===== config.mk =====
export PLATFORM = sky130hd
export DESIGN_NAME = vpc_front_flat
export DESIGN_NICKNAME = d
export VERILOG_FILES = /design/src/rtl/vpc_pkg.sv /design/src/rtl/vpc_in_if.sv /design/src/rtl/vpc_front.sv /design/src/flat_wrapper.sv
export SDC_FILE = /design/constraint.sdc
export NUM_CORES = 1
export LEC_CHECK = 0
export BUFFER_PORTS_ARGS = -buffer_cell sky130_fd_sc_hd__buf_2
export CAP_MARGIN = 20
export CORE_ASPECT_RATIO = 1.1
export CORE_MARGIN = 2
export CORE_UTILIZATION = 45
export CTS_CLUSTER_SIZE = 14
export DETAILED_ROUTE_END_ITERATION = 10
export GPL_ROUTABILITY_DRIVEN = 0
export PLACE_DENSITY = 0.7
export SYNTH_ARGS = -nofsm -noshare
export SYNTH_HDL_FRONTEND = slang
export SYNTH_SLANG_ARGS = --single-unit
export TNS_END_PERCENT = 100

===== constraint.sdc =====
create_clock -name i_clk -period 4.7 [get_ports i_clk]
set_clock_uncertainty 0.05 [all_clocks]
set_input_delay 0.47 -clock i_clk [delete_from_list [all_inputs] [get_ports i_clk]]
set_output_delay 0.47 -clock i_clk [all_outputs]
set_load 0.01 [all_outputs]

===== src/rtl/vpc_pkg.sv =====
package vpc_pkg;

    // Video memory geometry.
    localparam int VRAM_BYTES = 131072;
    localparam int VRAM_AW    = $clog2(VRAM_BYTES);

    typedef logic [VRAM_AW-1:0] t_vaddr;

    localparam t_vaddr VRAM_LAST = t_vaddr'(VRAM_BYTES - 1);

    // Port function codes as they arrive on the input channel.
    localparam logic [2:0] FN_DREAD    = 3'd0;
    localparam logic [2:0] FN_DWRITE   = 3'd1;
    localparam logic [2:0] FN_CTRL     = 3'd2;
    localparam logic [2:0] FN_STATUS   = 3'd3;
    localparam logic [2:0] FN_PALETTE  = 3'd4;
    localparam logic [2:0] FN_INDIRECT = 3'd5;
    localparam logic [2:0] FN_VBLANK   = 3'd6;

    // Register numbers that have a meaning inside this block.
    localparam logic [5:0] REG_MODE0      = 6'd0;
    localparam logic [5:0] REG_MODE1      = 6'd1;
    localparam logic [5:0] REG_BACKDROP   = 6'd7;
    localparam logic [5:0] REG_ADDR_HI    = 6'd14;
    localparam logic [5:0] REG_STATUS_SEL = 6'd15;
    localparam logic [5:0] REG_PAL_PTR    = 6'd16;
    localparam logic [5:0] REG_INDIRECT   = 6'd17;

    // Status register selectors.
    localparam logic [3:0] ST_FRAME   = 4'd0;
    localparam logic [3:0] ST_VSTAT   = 4'd2;
    localparam logic [3:0] ST_SEL_MAX = 4'd9;

    localparam logic [7:0] ST_VSTAT_RESET = 8'h80;
    localparam logic [7:0] ST_OUT_RANGE   = 8'hFF;

    // Classified operation handed from the front to the back.
    typedef enum logic [2:0] {
        OP_NONE,
        OP_DREAD,
        OP_DWRITE,
        OP_CTRL,
        OP_STATUS,
        OP_PALETTE,
        OP_INDIRECT,
        OP_VBLANK
    } t_op;

    typedef struct packed {
        t_op        op;
        logic [7:0] wdata;
    } t_item;

    typedef struct packed {
        logic  valid;
        t_item item;
    } t_queue_out;

    typedef struct packed {
        logic clearing;
        logic pop;
    } t_back_stat;

    typedef enum logic [1:0] {
        BK_CLEAR,
        BK_RUN,
        BK_FILL
    } t_back_state;

    // Power-on palette, packed as R, G, B in octal digits.
    localparam logic [8:0] PAL_RESET [16] = '{
        9'o000, 9'o000, 9'o161, 9'o373, 9'o117, 9'o237, 9'o511, 9'o267,
        9'o711, 9'o733, 9'o661, 9'o664, 9'o141, 9'o625, 9'o555, 9'o777
    };

    // Display modes that use the full 17-bit address.
    function automatic logic f_wide(input logic [7:0] cr0, input logic [7:0] cr1);
        logic [4:0] m;
        m = {cr0[3:1], cr1[3], cr1[4]};
        return (m == 5'h08) || (m == 5'h09) || (m == 5'h0C) ||
               (m == 5'h10) || (m == 5'h14) || (m == 5'h1C);
    endfunction

    function automatic t_vaddr f_advance(input t_vaddr a, input logic wide);
        t_vaddr r;
        if (wide) begin
            r = a + t_vaddr'(1);
        end else begin
            r = {a[VRAM_AW-1:14], a[13:0] + 14'd1};
        end
        return r;
    endfunction

    function automatic logic [7:0] f_expand3(input logic [2:0] c);
        return {c, c, c[2:1]};
    endfunction

    function automatic logic [23:0] f_backdrop(input logic [8:0] p);
        return {f_expand3(p[8:6]), f_expand3(p[5:3]), f_expand3(p[2:0])};
    endfunction

endpackage


===== src/rtl/vpc_in_if.sv =====
interface vpc_in_if;
    logic       valid;
    logic       ready;
    logic [2:0] func;
    logic [7:0] wdata;

    modport source (output valid, output func, output wdata, input ready);
    modport sink   (input valid, input func, input wdata, output ready);
endinterface


===== src/rtl/vpc_front.sv =====
module vpc_front #(
    parameter int QUEUE_DEPTH = 2
) (
    input  logic                i_clk,
    input  logic                i_rst_n,
    vpc_in_if.sink              i_in,
    input  vpc_pkg::t_back_stat i_bk,
    output vpc_pkg::t_queue_out o_q
);
    import vpc_pkg::*;

    localparam int PW = $clog2(QUEUE_DEPTH);
    localparam int CW = $clog2(QUEUE_DEPTH + 1);
    localparam logic [PW-1:0] PTR_LAST = PW'(QUEUE_DEPTH - 1);
    localparam logic [CW-1:0] CNT_FULL = CW'(QUEUE_DEPTH);

    t_item         r_mem [QUEUE_DEPTH];
    logic [PW-1:0] r_wr_ptr, n_wr_ptr;
    logic [PW-1:0] r_rd_ptr, n_rd_ptr;
    logic [CW-1:0] r_count, n_count;
    logic          push;
    logic          pop;
    t_item         in_item;

    function automatic t_op f_classify(input logic [2:0] func);
        t_op op;
        unique case (func)
            FN_DREAD:    op = OP_DREAD;
            FN_DWRITE:   op = OP_DWRITE;
            FN_CTRL:     op = OP_CTRL;
            FN_STATUS:   op = OP_STATUS;
            FN_PALETTE:  op = OP_PALETTE;
            FN_INDIRECT: op = OP_INDIRECT;
            FN_VBLANK:   op = OP_VBLANK;
            default:     op = OP_NONE;
        endcase
        return op;
    endfunction

    assign i_in.ready = (r_count != CNT_FULL) && !i_bk.clearing;
    assign push       = i_in.valid && i_in.ready;
    assign pop        = i_bk.pop;
    assign in_item    = '{op: f_classify(i_in.func), wdata: i_in.wdata};

    always_comb begin
        n_wr_ptr = r_wr_ptr;
        n_rd_ptr = r_rd_ptr;
        n_count  = r_count;
        if (push) begin
            n_wr_ptr = (r_wr_ptr == PTR_LAST) ? '0 : r_wr_ptr + PW'(1);
        end
        if (pop) begin
            n_rd_ptr = (r_rd_ptr == PTR_LAST) ? '0 : r_rd_ptr + PW'(1);
        end
        if (push && !pop) begin
            n_count = r_count + CW'(1);
        end else if (pop && !push) begin
            n_count = r_count - CW'(1);
        end
    end

    always_ff @(posedge i_clk) begin
        if (!i_rst_n) begin
            r_wr_ptr <= '0;
            r_rd_ptr <= '0;
            r_count  <= '0;
        end else begin
            r_wr_ptr <= n_wr_ptr;
            r_rd_ptr <= n_rd_ptr;
            r_count  <= n_count;
        end
    end

    always_ff @(posedge i_clk) begin
        if (push) begin
            r_mem[r_wr_ptr] <= in_item;
        end
    end

    assign o_q.valid = (r_count != '0);
    assign o_q.item  = r_mem[r_rd_ptr];
endmodule


===== src/flat_wrapper.sv =====
// flat-port wrapper written by rule: the top's interface ports become plain ports
module vpc_front_flat import vpc_pkg::*;
#(
    parameter int QUEUE_DEPTH = 2
)
  (i_clk, i_rst_n, i_bk, o_q, i_in_valid, i_in_func, i_in_wdata, i_in_ready);
  vpc_in_if i_in_i ();
  input  logic i_clk;
  input  logic i_rst_n;
  input  vpc_pkg::t_back_stat i_bk;
  output vpc_pkg::t_queue_out o_q;
  input wire logic [$bits(i_in_i.valid)-1:0] i_in_valid;
  input wire logic [$bits(i_in_i.func)-1:0] i_in_func;
  input wire logic [$bits(i_in_i.wdata)-1:0] i_in_wdata;
  output wire logic [$bits(i_in_i.ready)-1:0] i_in_ready;
  assign i_in_i.valid = i_in_valid;
  assign i_in_i.func = i_in_func;
  assign i_in_i.wdata = i_in_wdata;
  assign i_in_ready = i_in_i.ready;
  vpc_front #(.QUEUE_DEPTH(QUEUE_DEPTH)) u_core (.i_clk(i_clk), .i_rst_n(i_rst_n), .i_in(i_in_i), .i_bk(i_bk), .o_q(o_q));
endmodule

==> qor.csv <==
stage,metric,value,unit
run_status,status,"finished, final reports clean",
global_route,first-pass GRT wire length,2310,um
floorplanning,chip width,50.2,um
finish,post-layout util,56.3,%
floorplanning,Rows,18,
clocking,CTS tree,done,
setup_path,crit-path max FO,11,
clocking,post-CTS sizing,0,
synth,register area share after synthesis,72.0,%
routing,Initial DRT Pass Iterations,4,
floorplanning,Top Ports,29,
routing,WL per Instance,12.2,um
setup_path,Startpoint Class,flip-flop,
synth,top cell type's share of synthesized area,62.6,%
floorplanning,Die H,54.8,um
finish,flip-flop and latch area,761,um^2
timing,period utilization,42.4,%
placed_design,Setup WS pre-CTS,2.58,ns
routing,post-route ant nets,0,
synth,Async SR Flop Fraction,0,%
timing,Fin Setup TNS,0,ns
setup_path,Critical Path AT,1.47,ns
synth,"area leader, netlist",edfxtp_1,
floorplanning,Initial Util,47.4,%
clocking,postcts setup bufs,0,
synth,most used standard cell by instance count after synthesis,edfxtp_1,
synth,largest family of logic cells by synthesized area,multiplexers,
synth,Post-Syn Nets,80,
min_path,worst min-delay path class,input port to flip-flop,
power,Tot Pwr,0.443,mW
clocking,clk_lat worst skew,0.31,ns
setup_path,crit end category,primary output,
finish,fin nets,112,
routing,vias,573,
synth,Post-synth EDFFs,22,
synth,Cells after Synth,63,
routing,WL final,1510,um
global_route,vias in the first global route,543,
timing,Final Hold Viols,0,
synth,"Distinct cells, synth",19,
synth,simple-gate portion of the synthesized area,7.58,%
synth,adder-cell share of the synthesized area,1.18,%
timing,RSZ-0062 raised after global routing,false,
finish,Layout area overhead,18.8,%
clocking,CTS Buf Count,3,
floorplanning,die area,2750,um^2
floorplanning,core area,2230,um^2
synth,area share of xor/xnor cells in the synthesized design,4.15,%
synth,Mapped Area,1060,um^2
synth,complex-gate fraction of the synthesized area,1.18,%
timing,f_max,0.502,GHz
finish,area of the multi-input gates,283,um^2
global_route,total grt overflow,0,
setup_path,"Req. time, crit path",4.18,ns
timing,Tightest Pin Transition,0.931,ns
job,MaxCap Viol Count,0,
power,pwr dens,353,nW/um^2
synth,number of synthesized register bits,27,
placed_design,port buffer count,28,
power,Max IR drop VDD,0.000175,V
finish,share of cells above drive strength 1,46.8,%
placed_design,DP Wirelength,1120,um
clocking,clk root buf,clkbuf_4,
synth,YS warnings,0,
clocking,CTS sink cnt,27,
power,leakage,0.492,nW
global_route,antenna violations before repair,0,
finish,n_diodes,0,
setup_path,type of the worst setup path,flip-flop to primary output,
timing,final setup fails,0,
clocking,Max Buffers Root-to-Sink,2,
routing,Vias per Instance,4.62,
timing,setup ws final,2.71,ns
timing,post-layout min period,1.99,ns
clocking,Worst-path clk slew,0.13,ns
synth,Synth top cells by count,"edfxtp_1 (22), mux2_2 (11), dfxtp_1 (5), and2_1 (4), xor2_1 (3)",
timing,worst hold slack,0.295,ns
routing,Remaining DRCs,0,
synth,Main synth FF type,edfxtp_1,
global_route,largest net degree at the start of global routing,15,
synth,synth top area cells,"edfxtp_1 (63%), mux2_2 (12%), dfxtp_1 (9.5%), xor2_1 (2.5%), and2_1 (2.4%)",
clocking,H-tree depth,1,
clocking,hold buffers post-CTS,0,
routing,DR iter-0 viols,4,
global_route,GRT Overall Usage,11.5,%
finish,FILL cells,189,
timing,Final Max Slew Viols,0,
synth,post-synthesis mux area share,12.7,%
timing,Relative slew margins,37.8,%
synth,Avg Inst Size Synth,16.8,um^2
sequential cells by signal, indices dropped and copies added (netlist names), named ones only:
signal and cells:
u_core.r_mem 22, u_core.r_count 2, u_core.r_rd_ptr 1, u_core.r_wr_ptr 1
metal layers:
metal	track usage, %	vias to the layer above	part of all wire, %
li1	-	289	-
met1	14.6	269	43
met4	5.56	0	0
met2	18.9	15	52
met3	2.73	0	5.1
met5	0	-	0
placed cells by master (no fill, tap or decap):
cell / instances
a21boi_1: 1
and2_1: 4
buf_2: 28
clkbuf_1: 1
clkbuf_4: 3
dfxtp_1: 5
edfxtp_1: 22
ha_1: 1
inv_1: 2
mux2_2: 11
mux2i_1: 1
nand2_1: 2
nand2b_1: 1
nor2_1: 1
nor2b_1: 2
nor3b_2: 1
o21ai_0: 1
or2_2: 1
or3_1: 1
xnor2_1: 2
xor2_1: 3
per-stage QoR:
| step | cell area [um^2] | std cells |
|---|---|---|
| final | 1250 | 124 |
| after global routing | 1250 | 124 |
| after CTS | 1250 | 124 |
| after detailed placement | 1230 | 120 |
| after global placement | 1230 | 120 |
| after floorplan | 1060 | 63 |
logic make-up (layout without fill, tap and decap cells):
kind of cell,count (synthesis),in the layout
muxes,12,12
adders and majority gates,1,1
xor gates and xnor gates,5,5
AOI/OAI and AO/OA,2,2
buffers and inverters,3,34
and+or+nand+nor,13,13
DFF,27,27
power by group:
part | leakage [nW] | switching, mW | total [mW] | internal [mW]
sequential | 0.243 | 0.00926 | 0.284 | 0.275
clock | 0.0150 | 0.0595 | 0.0926 | 0.0331
combinational | 0.234 | 0.0305 | 0.0659 | 0.0353
final cells by class:
cell class              count  area share (%)
multi-input cells          33            22.5
repair buffers             28            11.2
clock buffers               4            2.09
inverters                   2           0.598
well taps                  30            2.99
flip-flops and latches     27            60.6
worst paths after layout:
path                                  startpoint                      endpoint  slack (ns)  depth (start not counted)
hold reg to reg     u_core.r_wr_ptr$_SDFFE_PN0N_  u_core.r_wr_ptr$_SDFFE_PN0N_        0.45                          2
setup / recovery                       flip-flop                        o_q[8]        2.71                          2
setup reg to reg  u_core.r_count[0]$_SDFFE_PN0P_  u_core.r_mem[0][5]$_DFFE_PP_        2.73                          3
hold / removal                     i_in_wdata[3]  u_core.r_mem[1][3]$_DFFE_PP_        0.29                          1
worst max-delay path: stages, from the launching register on:
cell and delay [ns]:
dfxtp_1 0.63, mux2_2 0.40, buf_2 0.14
(Power assumes the default switching activity.)
